<file path="src/sv/pvc_pkg.sv">
// shared types, constants and helpers for the pid position/velocity controller
// no dependencies; imported by every module of the block
package pvc_pkg;

  // default widths for the top-level parameters
  localparam int DATA_WIDTH_DEF     = 16;
  localparam int GAIN_FRAC_BITS_DEF = 8;
  localparam int INTEGRAL_WIDTH_DEF = 24;

  // fixed field widths
  localparam int GAIN_W      = 16;
  localparam int DEADBAND_W  = 16;
  localparam int CFG_INDEX_W = 3;

  // configuration register indexes
  localparam logic [CFG_INDEX_W-1:0] REG_CONTROL_MODE      = 3'd0;
  localparam logic [CFG_INDEX_W-1:0] REG_DEADBAND          = 3'd1;
  localparam logic [CFG_INDEX_W-1:0] REG_MAX_INTEGRAL      = 3'd2;
  localparam logic [CFG_INDEX_W-1:0] REG_MAX_OUT           = 3'd3;
  localparam logic [CFG_INDEX_W-1:0] REG_PROPORTIONAL_GAIN = 3'd4;
  localparam logic [CFG_INDEX_W-1:0] REG_INTEGRAL_GAIN     = 3'd5;
  localparam logic [CFG_INDEX_W-1:0] REG_DERIVATIVE_GAIN   = 3'd6;

  // control mode codes
  localparam logic MODE_POSITIONAL = 1'b0;
  localparam logic MODE_VELOCITY   = 1'b1;

  // per-stage control: item moves into the stage, controller state is cleared
  typedef struct packed {
    logic load;
    logic clear;
  } pvc_ctrl_t;

  function automatic int maxi(input int a, input int b);
    return (a > b) ? a : b;
  endfunction

endpackage

</file>
<file path="src/sv/pvc_error_stage.sv">
// error stage: error, error history, deadband test, clamped integral
// and selection of the three multiplier operands; depends on pvc_pkg
module pvc_error_stage import pvc_pkg::*; #(
  parameter int DATA_WIDTH     = DATA_WIDTH_DEF,
  parameter int INTEGRAL_WIDTH = INTEGRAL_WIDTH_DEF,
  localparam int OP_W          = maxi(DATA_WIDTH + 3, INTEGRAL_WIDTH)
) (
  input  logic                          clk,
  input  logic                          rst,
  input  pvc_ctrl_t                     ctrl,
  input  logic                          control_mode,
  input  logic [DEADBAND_W-1:0]         deadband,
  input  logic [INTEGRAL_WIDTH-2:0]     max_integral,
  input  logic                          ki_nonzero,
  input  logic signed [DATA_WIDTH-1:0]  target,
  input  logic signed [DATA_WIDTH-1:0]  measure,
  output logic                          act,
  output logic signed [OP_W-1:0]        op_p,
  output logic signed [OP_W-1:0]        op_i,
  output logic signed [OP_W-1:0]        op_d
);

  localparam int E_W    = DATA_WIDTH + 1;
  localparam int DE_W   = DATA_WIDTH + 2;
  localparam int DD_W   = DATA_WIDTH + 3;
  localparam int CMP_W  = maxi(E_W, DEADBAND_W);
  localparam int ISUM_W = maxi(INTEGRAL_WIDTH, E_W) + 1;

  logic signed [E_W-1:0]            err_now;
  logic signed [E_W-1:0]            err_last;
  logic signed [E_W-1:0]            err_before_last;
  logic signed [INTEGRAL_WIDTH-1:0] integral;

  logic signed [E_W-1:0]            e;
  logic [E_W-1:0]                   abs_e;
  logic signed [DE_W-1:0]           de;
  logic signed [DD_W-1:0]           dd;
  logic signed [ISUM_W-1:0]         isum;
  logic signed [ISUM_W-1:0]         ilim;
  logic signed [ISUM_W-1:0]         iclamp;
  logic signed [INTEGRAL_WIDTH-1:0] integral_next;
  logic                             act_next;

  assign e     = E_W'(target) - E_W'(measure);
  assign abs_e = e[E_W-1] ? E_W'(-e) : e;
  assign de    = DE_W'(e) - DE_W'(err_now);
  assign dd    = DD_W'(e) - (DD_W'(err_now) <<< 1) + DD_W'(err_last);

  assign act_next = (control_mode == MODE_POSITIONAL) &&
                    (CMP_W'(abs_e) > CMP_W'(deadband));

  // integral accumulate and symmetric clamp; zero gain clears it
  assign isum   = ISUM_W'(integral) + ISUM_W'(e);
  assign ilim   = ISUM_W'({1'b0, max_integral});
  assign iclamp = (isum > ilim) ? ilim : ((isum < -ilim) ? -ilim : isum);
  assign integral_next = ki_nonzero ? iclamp[INTEGRAL_WIDTH-1:0] : '0;

  always_ff @(posedge clk) begin
    if (rst || ctrl.clear) begin
      err_now         <= '0;
      err_last        <= '0;
      err_before_last <= '0;
      integral        <= '0;
    end else if (ctrl.load) begin
      err_now  <= e;
      err_last <= err_now;
      if (control_mode == MODE_VELOCITY) begin
        err_before_last <= err_last;
      end else if (act_next) begin
        integral <= integral_next;
      end
    end
  end

  // operands for kp, ki, kd
  always_ff @(posedge clk) begin
    if (ctrl.load) begin
      act <= act_next;
      if (control_mode == MODE_VELOCITY) begin
        op_p <= OP_W'(de);
        op_i <= OP_W'(e);
        op_d <= OP_W'(dd);
      end else begin
        op_p <= OP_W'(e);
        op_i <= OP_W'(integral_next);
        op_d <= OP_W'(de);
      end
    end
  end

endmodule

</file>
<file path="src/sv/pvc_gain_stage.sv">
// gain stage: three signed products, their sum and the fractional shift
// depends on pvc_pkg
module pvc_gain_stage import pvc_pkg::*; #(
  parameter int DATA_WIDTH     = DATA_WIDTH_DEF,
  parameter int GAIN_FRAC_BITS = GAIN_FRAC_BITS_DEF,
  parameter int INTEGRAL_WIDTH = INTEGRAL_WIDTH_DEF,
  localparam int OP_W          = maxi(DATA_WIDTH + 3, INTEGRAL_WIDTH),
  localparam int SH_W          = GAIN_W + OP_W + 2 - GAIN_FRAC_BITS
) (
  input  logic                      clk,
  input  pvc_ctrl_t                 ctrl,
  input  logic signed [GAIN_W-1:0]  kp,
  input  logic signed [GAIN_W-1:0]  ki,
  input  logic signed [GAIN_W-1:0]  kd,
  input  logic                      act_in,
  input  logic signed [OP_W-1:0]    op_p,
  input  logic signed [OP_W-1:0]    op_i,
  input  logic signed [OP_W-1:0]    op_d,
  output logic                      act,
  output logic signed [SH_W-1:0]    shifted
);

  localparam int PROD_W = GAIN_W + OP_W;
  localparam int SUM_W  = PROD_W + 2;

  logic signed [PROD_W-1:0] prod_p;
  logic signed [PROD_W-1:0] prod_i;
  logic signed [PROD_W-1:0] prod_d;
  logic signed [SUM_W-1:0]  sum;

  assign prod_p = PROD_W'(kp) * PROD_W'(op_p);
  assign prod_i = PROD_W'(ki) * PROD_W'(op_i);
  assign prod_d = PROD_W'(kd) * PROD_W'(op_d);
  assign sum    = SUM_W'(prod_p) + SUM_W'(prod_i) + SUM_W'(prod_d);

  // dropping the fraction bits floors toward minus infinity
  always_ff @(posedge clk) begin
    if (ctrl.load) begin
      act     <= act_in;
      shifted <= sum[SUM_W-1:GAIN_FRAC_BITS];
    end
  end

endmodule

</file>
<file path="src/sv/pvc_output_stage.sv">
// output stage: held output update, saturation and the drive register
// depends on pvc_pkg
module pvc_output_stage import pvc_pkg::*; #(
  parameter int DATA_WIDTH = DATA_WIDTH_DEF,
  parameter int SH_W       = 2 * DATA_WIDTH
) (
  input  logic                          clk,
  input  logic                          rst,
  input  pvc_ctrl_t                     ctrl,
  input  logic                          control_mode,
  input  logic [DATA_WIDTH-2:0]         max_out,
  input  logic                          act,
  input  logic signed [SH_W-1:0]        shifted,
  output logic signed [DATA_WIDTH-1:0]  drive
);

  localparam int VS_W = maxi(SH_W, DATA_WIDTH) + 1;

  logic signed [VS_W-1:0] vsum;
  logic signed [VS_W-1:0] sel;
  logic signed [VS_W-1:0] olim;
  logic signed [VS_W-1:0] oclamp;

  assign vsum = VS_W'(drive) + VS_W'(shifted);

  // positional: new value when outside the deadband, else hold
  // velocity: accumulate the increment
  assign sel = act ? VS_W'(shifted)
                   : ((control_mode == MODE_VELOCITY) ? vsum : VS_W'(drive));

  assign olim   = VS_W'({1'b0, max_out});
  assign oclamp = (sel > olim) ? olim : ((sel < -olim) ? -olim : sel);

  always_ff @(posedge clk) begin
    if (rst || ctrl.clear) begin
      drive <= '0;
    end else if (ctrl.load) begin
      drive <= oclamp[DATA_WIDTH-1:0];
    end
  end

endmodule

</file>
<file path="src/sv/pid_position_velocity_controller.sv">
// top level of the pid controller: config registers, input register, handshake
// and the error, gain and output stages; depends on pvc_pkg and the pvc_* stages
//
//   channel  | signals                          | direction
//   ---------+----------------------------------+----------
//   input    | in_valid, in_ready, target, measure | in (valid/ready)
//   result   | out_valid, out_ready, drive      | out (valid/ready)
//   config   | cfg_write, cfg_index, cfg_data   | in (write only)
//
// one item per cycle while the receiver keeps out_ready high; an accepted item
// passes through the input register, error stage, gain stage and drive register
// each stage moves on when the stage after it is empty or moving, so bubbles
// collapse and a stalled drive only holds back items that are behind it
// rst clears the config registers, the error history, the integral and drive
// any config write to a listed register clears the controller state
module pid_position_velocity_controller import pvc_pkg::*; #(
  parameter int DATA_WIDTH     = DATA_WIDTH_DEF,
  parameter int GAIN_FRAC_BITS = GAIN_FRAC_BITS_DEF,
  parameter int INTEGRAL_WIDTH = INTEGRAL_WIDTH_DEF,
  localparam int CFG_W         = maxi(maxi(GAIN_W, INTEGRAL_WIDTH - 1), DATA_WIDTH - 1)
) (
  input  logic                          clk,
  input  logic                          rst,
  // configuration
  input  logic                          cfg_write,
  input  logic [CFG_INDEX_W-1:0]        cfg_index,
  input  logic [CFG_W-1:0]              cfg_data,
  // input items
  input  logic                          in_valid,
  output logic                          in_ready,
  input  logic signed [DATA_WIDTH-1:0]  target,
  input  logic signed [DATA_WIDTH-1:0]  measure,
  // result items
  output logic                          out_valid,
  input  logic                          out_ready,
  output logic signed [DATA_WIDTH-1:0]  drive
);

  localparam int OP_W = maxi(DATA_WIDTH + 3, INTEGRAL_WIDTH);
  localparam int SH_W = GAIN_W + OP_W + 2 - GAIN_FRAC_BITS;

  // configuration registers
  logic                        control_mode;
  logic [DEADBAND_W-1:0]       deadband;
  logic [INTEGRAL_WIDTH-2:0]   max_integral;
  logic [DATA_WIDTH-2:0]       max_out;
  logic signed [GAIN_W-1:0]    proportional_gain;
  logic signed [GAIN_W-1:0]    integral_gain;
  logic signed [GAIN_W-1:0]    derivative_gain;
  logic                        state_clear;

  // pipeline occupancy
  logic in_q_valid;
  logic err_valid;
  logic gain_valid;
  logic err_ready;
  logic gain_ready;
  logic out_stage_ready;

  pvc_ctrl_t err_ctrl;
  pvc_ctrl_t gain_ctrl;
  pvc_ctrl_t out_ctrl;

  // input register
  logic signed [DATA_WIDTH-1:0] target_q;
  logic signed [DATA_WIDTH-1:0] measure_q;

  // stage payloads
  logic                     err_act;
  logic signed [OP_W-1:0]   op_p;
  logic signed [OP_W-1:0]   op_i;
  logic signed [OP_W-1:0]   op_d;
  logic                     gain_act;
  logic signed [SH_W-1:0]   shifted;

  // config decode; an unlisted index is ignored and leaves state alone
  always_comb begin
    case (cfg_index)
      REG_CONTROL_MODE, REG_DEADBAND, REG_MAX_INTEGRAL, REG_MAX_OUT,
      REG_PROPORTIONAL_GAIN, REG_INTEGRAL_GAIN, REG_DERIVATIVE_GAIN: begin
        state_clear = cfg_write;
      end
      default: begin
        state_clear = 1'b0;
      end
    endcase
  end

  always_ff @(posedge clk) begin
    if (rst) begin
      control_mode      <= MODE_POSITIONAL;
      deadband          <= '0;
      max_integral      <= '0;
      max_out           <= '0;
      proportional_gain <= '0;
      integral_gain     <= '0;
      derivative_gain   <= '0;
    end else if (cfg_write) begin
      case (cfg_index)
        REG_CONTROL_MODE:      control_mode      <= cfg_data[0];
        REG_DEADBAND:          deadband          <= cfg_data[DEADBAND_W-1:0];
        REG_MAX_INTEGRAL:      max_integral      <= cfg_data[INTEGRAL_WIDTH-2:0];
        REG_MAX_OUT:           max_out           <= cfg_data[DATA_WIDTH-2:0];
        REG_PROPORTIONAL_GAIN: proportional_gain <= cfg_data[GAIN_W-1:0];
        REG_INTEGRAL_GAIN:     integral_gain     <= cfg_data[GAIN_W-1:0];
        REG_DERIVATIVE_GAIN:   derivative_gain   <= cfg_data[GAIN_W-1:0];
        default: begin
        end
      endcase
    end
  end

  // ready ripples back from the drive register: a stage takes an item when
  // it is empty or its own item moves on in the same cycle
  assign out_stage_ready = !out_valid || out_ready;
  assign gain_ready      = !gain_valid || out_stage_ready;
  assign err_ready       = !err_valid || gain_ready;
  assign in_ready        = !in_q_valid || err_ready;

  assign err_ctrl  = '{load: in_q_valid && err_ready,       clear: state_clear};
  assign gain_ctrl = '{load: err_valid && gain_ready,       clear: state_clear};
  assign out_ctrl  = '{load: gain_valid && out_stage_ready, clear: state_clear};

  always_ff @(posedge clk) begin
    if (rst) begin
      in_q_valid <= 1'b0;
      err_valid  <= 1'b0;
      gain_valid <= 1'b0;
      out_valid  <= 1'b0;
    end else begin
      if (in_ready) begin
        in_q_valid <= in_valid;
      end
      if (err_ready) begin
        err_valid <= in_q_valid;
      end
      if (gain_ready) begin
        gain_valid <= err_valid;
      end
      if (out_stage_ready) begin
        out_valid <= gain_valid;
      end
    end
  end

  // input register
  always_ff @(posedge clk) begin
    if (in_valid && in_ready) begin
      target_q  <= target;
      measure_q <= measure;
    end
  end

  pvc_error_stage #(
    .DATA_WIDTH     (DATA_WIDTH),
    .INTEGRAL_WIDTH (INTEGRAL_WIDTH)
  ) u_error (
    .clk          (clk),
    .rst          (rst),
    .ctrl         (err_ctrl),
    .control_mode (control_mode),
    .deadband     (deadband),
    .max_integral (max_integral),
    .ki_nonzero   (|integral_gain),
    .target       (target_q),
    .measure      (measure_q),
    .act          (err_act),
    .op_p         (op_p),
    .op_i         (op_i),
    .op_d         (op_d)
  );

  pvc_gain_stage #(
    .DATA_WIDTH     (DATA_WIDTH),
    .GAIN_FRAC_BITS (GAIN_FRAC_BITS),
    .INTEGRAL_WIDTH (INTEGRAL_WIDTH)
  ) u_gain (
    .clk     (clk),
    .ctrl    (gain_ctrl),
    .kp      (proportional_gain),
    .ki      (integral_gain),
    .kd      (derivative_gain),
    .act_in  (err_act),
    .op_p    (op_p),
    .op_i    (op_i),
    .op_d    (op_d),
    .act     (gain_act),
    .shifted (shifted)
  );

  pvc_output_stage #(
    .DATA_WIDTH (DATA_WIDTH),
    .SH_W       (SH_W)
  ) u_output (
    .clk          (clk),
    .rst          (rst),
    .ctrl         (out_ctrl),
    .control_mode (control_mode),
    .max_out      (max_out),
    .act          (gain_act),
    .shifted      (shifted),
    .drive        (drive)
  );

`ifndef SYNTH
  // drive never leaves the saturation window
  a_drive_in_range: assert property (@(posedge clk) disable iff (rst)
    ($signed(drive) <= $signed({1'b0, max_out})) &&
    ($signed(drive) >= -$signed({1'b0, max_out})))
    else $error("drive outside +/- max_out");

  // a listed config write clears the held output
  a_cfg_clears_drive: assert property (@(posedge clk) disable iff (rst)
    state_clear |=> (drive == '0))
    else $error("drive not cleared by config write");

  // an item leaving the error stage always lands in the gain stage
  a_gain_stage_loads: assert property (@(posedge clk) disable iff (rst)
    (err_valid && gain_ready) |=> gain_valid)
    else $error("item lost between error and gain stages");
`endif

endmodule

</file>
<file path="config.mk">
export PLATFORM = sky130hd
export DESIGN_NAME = pid_position_velocity_controller
export DESIGN_NICKNAME = d
export VERILOG_FILES = /design/src/sv/pvc_pkg.sv /design/src/sv/pvc_error_stage.sv /design/src/sv/pvc_gain_stage.sv /design/src/sv/pvc_output_stage.sv /design/src/sv/pid_position_velocity_controller.sv
export SDC_FILE = /design/constraint.sdc
export NUM_CORES = 2
export LEC_CHECK = 0
export BUFFER_PORTS_ARGS = -buffer_cell sky130_fd_sc_hd__buf_2
export CAP_MARGIN = 20
export CORE_MARGIN = 1
export CORE_UTILIZATION = 35
export DETAILED_ROUTE_END_ITERATION = 7
export GPL_ROUTABILITY_DRIVEN = 0
export PLACE_DENSITY = 0.53
export SYNTH_ARGS = -nofsm -noshare
export SYNTH_HDL_FRONTEND = slang
export SYNTH_HIERARCHICAL = 1
export SYNTH_SLANG_ARGS = --single-unit
</file>
<file path="constraint.sdc">
create_clock -name clk -period 8.45 [get_ports clk]
set_input_delay 2.1125 -clock clk [delete_from_list [all_inputs] [get_ports clk]]
set_output_delay 2.1125 -clock clk [all_outputs]
set_load 0.05 [all_outputs]
</file>
==> reports/qor.txt <==
Crit path max fanout - 38
Final slew viol count - 0
Fin crit share - 0.968
Register Area - 0.00751 mm^2
Fmax - 0.122 GHz
Vias - 48227
DRT Pass-1 Iters - 5
Sequential share of the synthesized area - 0.115
Port-buffer cells - 80
First-pass GRT wire length - 311 mm
Yosys reg bits - 310
Die H - 433 um
Yosys top cell area share - 0.406
Area grow syn2layout - 9.47%
DR WL/cell - 20.6 um
Startpoint Class - register
Clk_skew - 0.0378 ns
Clk sinks - 310
CP peak stage delay - 0.77 ns
Initial antenna violation count - 11
Hold_buf cts - 0
Remaining Overflow, GRT - 0
Starting Density - 0.354
Most used cell, CP - fa_1
Synthesized area per cell - 9.22 um^2
Max-cap violations - 0
Hold Path Class - reg -> reg
Max clock buf depth - 3
Die X-Extent - 433 um
Synth async-reset ratio - 0
Crit Path Class - reg -> reg
CP arrival - 8.56 ns
Final core utilization - 0.387
Gate Count Post-Synth - 7057
Critical Path RT - 8.83 ns
Core Area - 0.184 mm^2
Yosys cell types - 115
Power Dens Cells - 141 mW/mm^2
EDFF count, synth - 129
Detail Placement HPWL - 169 mm
Outcome - complete, no violations
All-Layer GR Usage - 0.218
Area of the multi-input gates - 0.0505 mm^2
Yosys warnings - 6
Unrepaired setup endpoints after global routing - false
Crit path cell chain - buf_12 -> buf_12 -> buf_4 -> nand2_1 -> inv_1 -> fa_1 -> fa_1 -> fa_1 -> fa_1 -> fa_1 -> fa_1 -> fa_1 -> inv_1 -> fa_1 -> fa_1 -> inv_1 -> ha_1 -> a21o_1 -> a21oi_1 -> nor2_1 -> a311oi_4 -> o21ai_0 -> xnor2_1
Clk slew on worst S/H paths - 0.06 ns
Clk root buf - clkbuf_16
Synth Net Count - 8881
Row count - 157
Post-route ant nets - 0
Largest net degree at the start of global routing - 78
Min cycle time layout - 8.18 ns
Leakage power total - 34.4 nW
Num CTS Buffers - 42
Layout cells sized above 1 - 0.0734
Max transition margin - 0.236
Io pins - 81
Final net count - 8983
H-tree depth - 2
Die area - 0.188 mm^2
CTS tree - done
Number of global-route vias before repair - 51271
Largest cells by area after synthesis - fa_1 (41%), inv_1 (9.1%), ha_1 (8.5%)
DRC viols - 0
CP endpoint kind - register
Hold Vio Cnt, Final - 0
Fill cells - 18687
DRT Wirelength - 199 mm
Post-route setup TNS - 0 ns
DR iter-0 viols - 3053
Top FF cell, synth - dfxtp_1
Final setup viols - 0
Cell taking the most area after synthesis - fa_1
Slew @ Worst Pin - 1.15 ns
Mapped cell area - 0.0651 mm^2
Vias/cell - 4.99
Crit-path slowest cell - fa_1
Skew-Pair Late Insertion Delay - 0.65 ns
VDD IR max - 0.165 mV
[kinds of logic after synthesis]
| family | after synthesis | synth area share |
|---|---|---|
| DFF | 310 | 0.115 |
| xor gates and xnor gates | 176 | 0.0238 |
| buffers and inverters | 1873 | 0.111 |
| and+or+nand+nor | 2002 | 0.153 |
| muxes | 187 | 0.0292 |
| adders and majority gates | 1761 | 0.491 |
| AOI/OAI and AO/OA | 748 | 0.0768 |
[worst max-delay path: cells and delay by family (launching register included)]
family,cells,cell delay [ns]
xor gates and xnor gates,1,0.14
adders and majority gates,10,5.32
buffers and inverters,6,0.88
AOI/OAI and AO/OA,4,0.87
DFF,1,0.41
and+or+nand+nor,2,0.23
[final timing paths]
path,from,end,slack (ns),cells past startpoint
min reg2reg,deadband[10],deadband[10],0.48,2
max,u_error/op_d[22],u_gain/shifted[30],0.27,23
min,deadband[10],deadband[10],0.48,2
max reg2reg,u_error/op_d[22],u_gain/shifted[30],0.27,23
[timing repair]
| item | in CTS | in global routing |
|---|---|---|
| setup buffers | 0 | 12 |
| endpoints found under the setup margin | 0 | 18 |
| gates resized for setup | 0 | 23 |
[power by group]
group | switching, mW | internal, mW | leakage [nW]
sequential | 0.157 | 1.79 | 2.70
clock | 0.835 | 0.984 | 0.649
combinational | 3.91 | 2.38 | 31.0
total | 4.90 | 5.15 | 34.4
[metal layers]
layer / part of all wire / up-vias / global-route usage
met5: 0.00041 / - / 0
li1: - / 21912 / -
met4: 0.038 / 12 / 0.0732
met1: 0.42 / 24911 / 0.282
met3: 0.047 / 268 / 0.0236
met2: 0.50 / 1124 / 0.376
[synthesized netlist by cell type, types with 8 or more instances]
library cell  instances
inv_1              1569
fa_1               1320
nand2_1             849
ha_1                441
and2_1              414
clkbuf_1            249
nand2b_1            202
nor2_1              202
a21oi_1             192
dfxtp_1             181
mux2i_1             165
o21ai_0             140
edfxtp_1            129
xnor2_1             120
nand3_1              62
a21o_1               59
xor2_1               55
nor3_1               52
nand4_1              43
nor2b_1              43
o21a_1               39
a31oi_1              36
a211oi_1             33
and3_1               25
o211ai_1             24
o21bai_1             24
o21ai_1              22
mux2_2               21
nor4_1               20
or3_1                18
buf_4                17
o31ai_1              16
or2_2                12
buf_1                11
o2111ai_1            11
o22ai_1              11
buf_6                10
buf_2                 9
o311ai_0              9
a21boi_0              8
and4_1                8
[stage by stage]
| stage | instances | hold WS [ns] | total power, mW | cell area, um^2 | worst slack (ns) |
|---|---|---|---|---|---|
| after floorplan | 7057 | 0.400 | 5.80 | 65100 | 0.397 |
| after global placement | 9565 | 0.454 | 8.16 | 69600 | 0.138 |
| after detailed placement | 9566 | 0.459 | 8.22 | 69600 | 0.116 |
| after CTS | 9644 | 0.480 | 10.1 | 71000 | 0.0901 |
| after global routing | 9657 | 0.497 | 10.8 | 71200 | 0.0128 |
| final | 9659 | 0.479 | 10.1 | 71200 | 0.268 |
[sequential cells by signal, summed over array words and instances, names as in the netlist, 15 cells and up]
signal and cells:
u_gain/shifted 34, u_error/integral 24, u_error/op_i 24, max_integral 23, u_error/op_d 19, u_error/op_p 18
u_error/err_last 17, u_error/err_now 17, deadband 16, derivative_gain 16, integral_gain 16, measure_q 16
proportional_gain 16, target_q 16, u_output/drive 16, max_out 15
[cell usage in the layout, fill, tap and decap left out, drive strengths merged, types with 56 or more instances in the layout]
cell type     n
nor2        203
nand2b      202
edfxtp      129
nand3        62
fa         1320
dfxtp       181
mux2i       165
nand2       851
xor2         56
inv        1577
ha          441
and2        415
xnor2       120
buf         357
a21oi       193
a21o         59
o21ai       164
[cell type report]
class / count / area share
tap: 2464 / 0.0433
antenna: 2 / 0.0000703
sequential: 310 / 0.105
multi-input combinational: 4874 / 0.708
timing repair buffer: 357 / 0.0412
clock buffer: 50 / 0.0156
clock inverter: 28 / 0.00313
inverter: 1574 / 0.0829
Note: power is estimated with default switching activity, not from simulation.
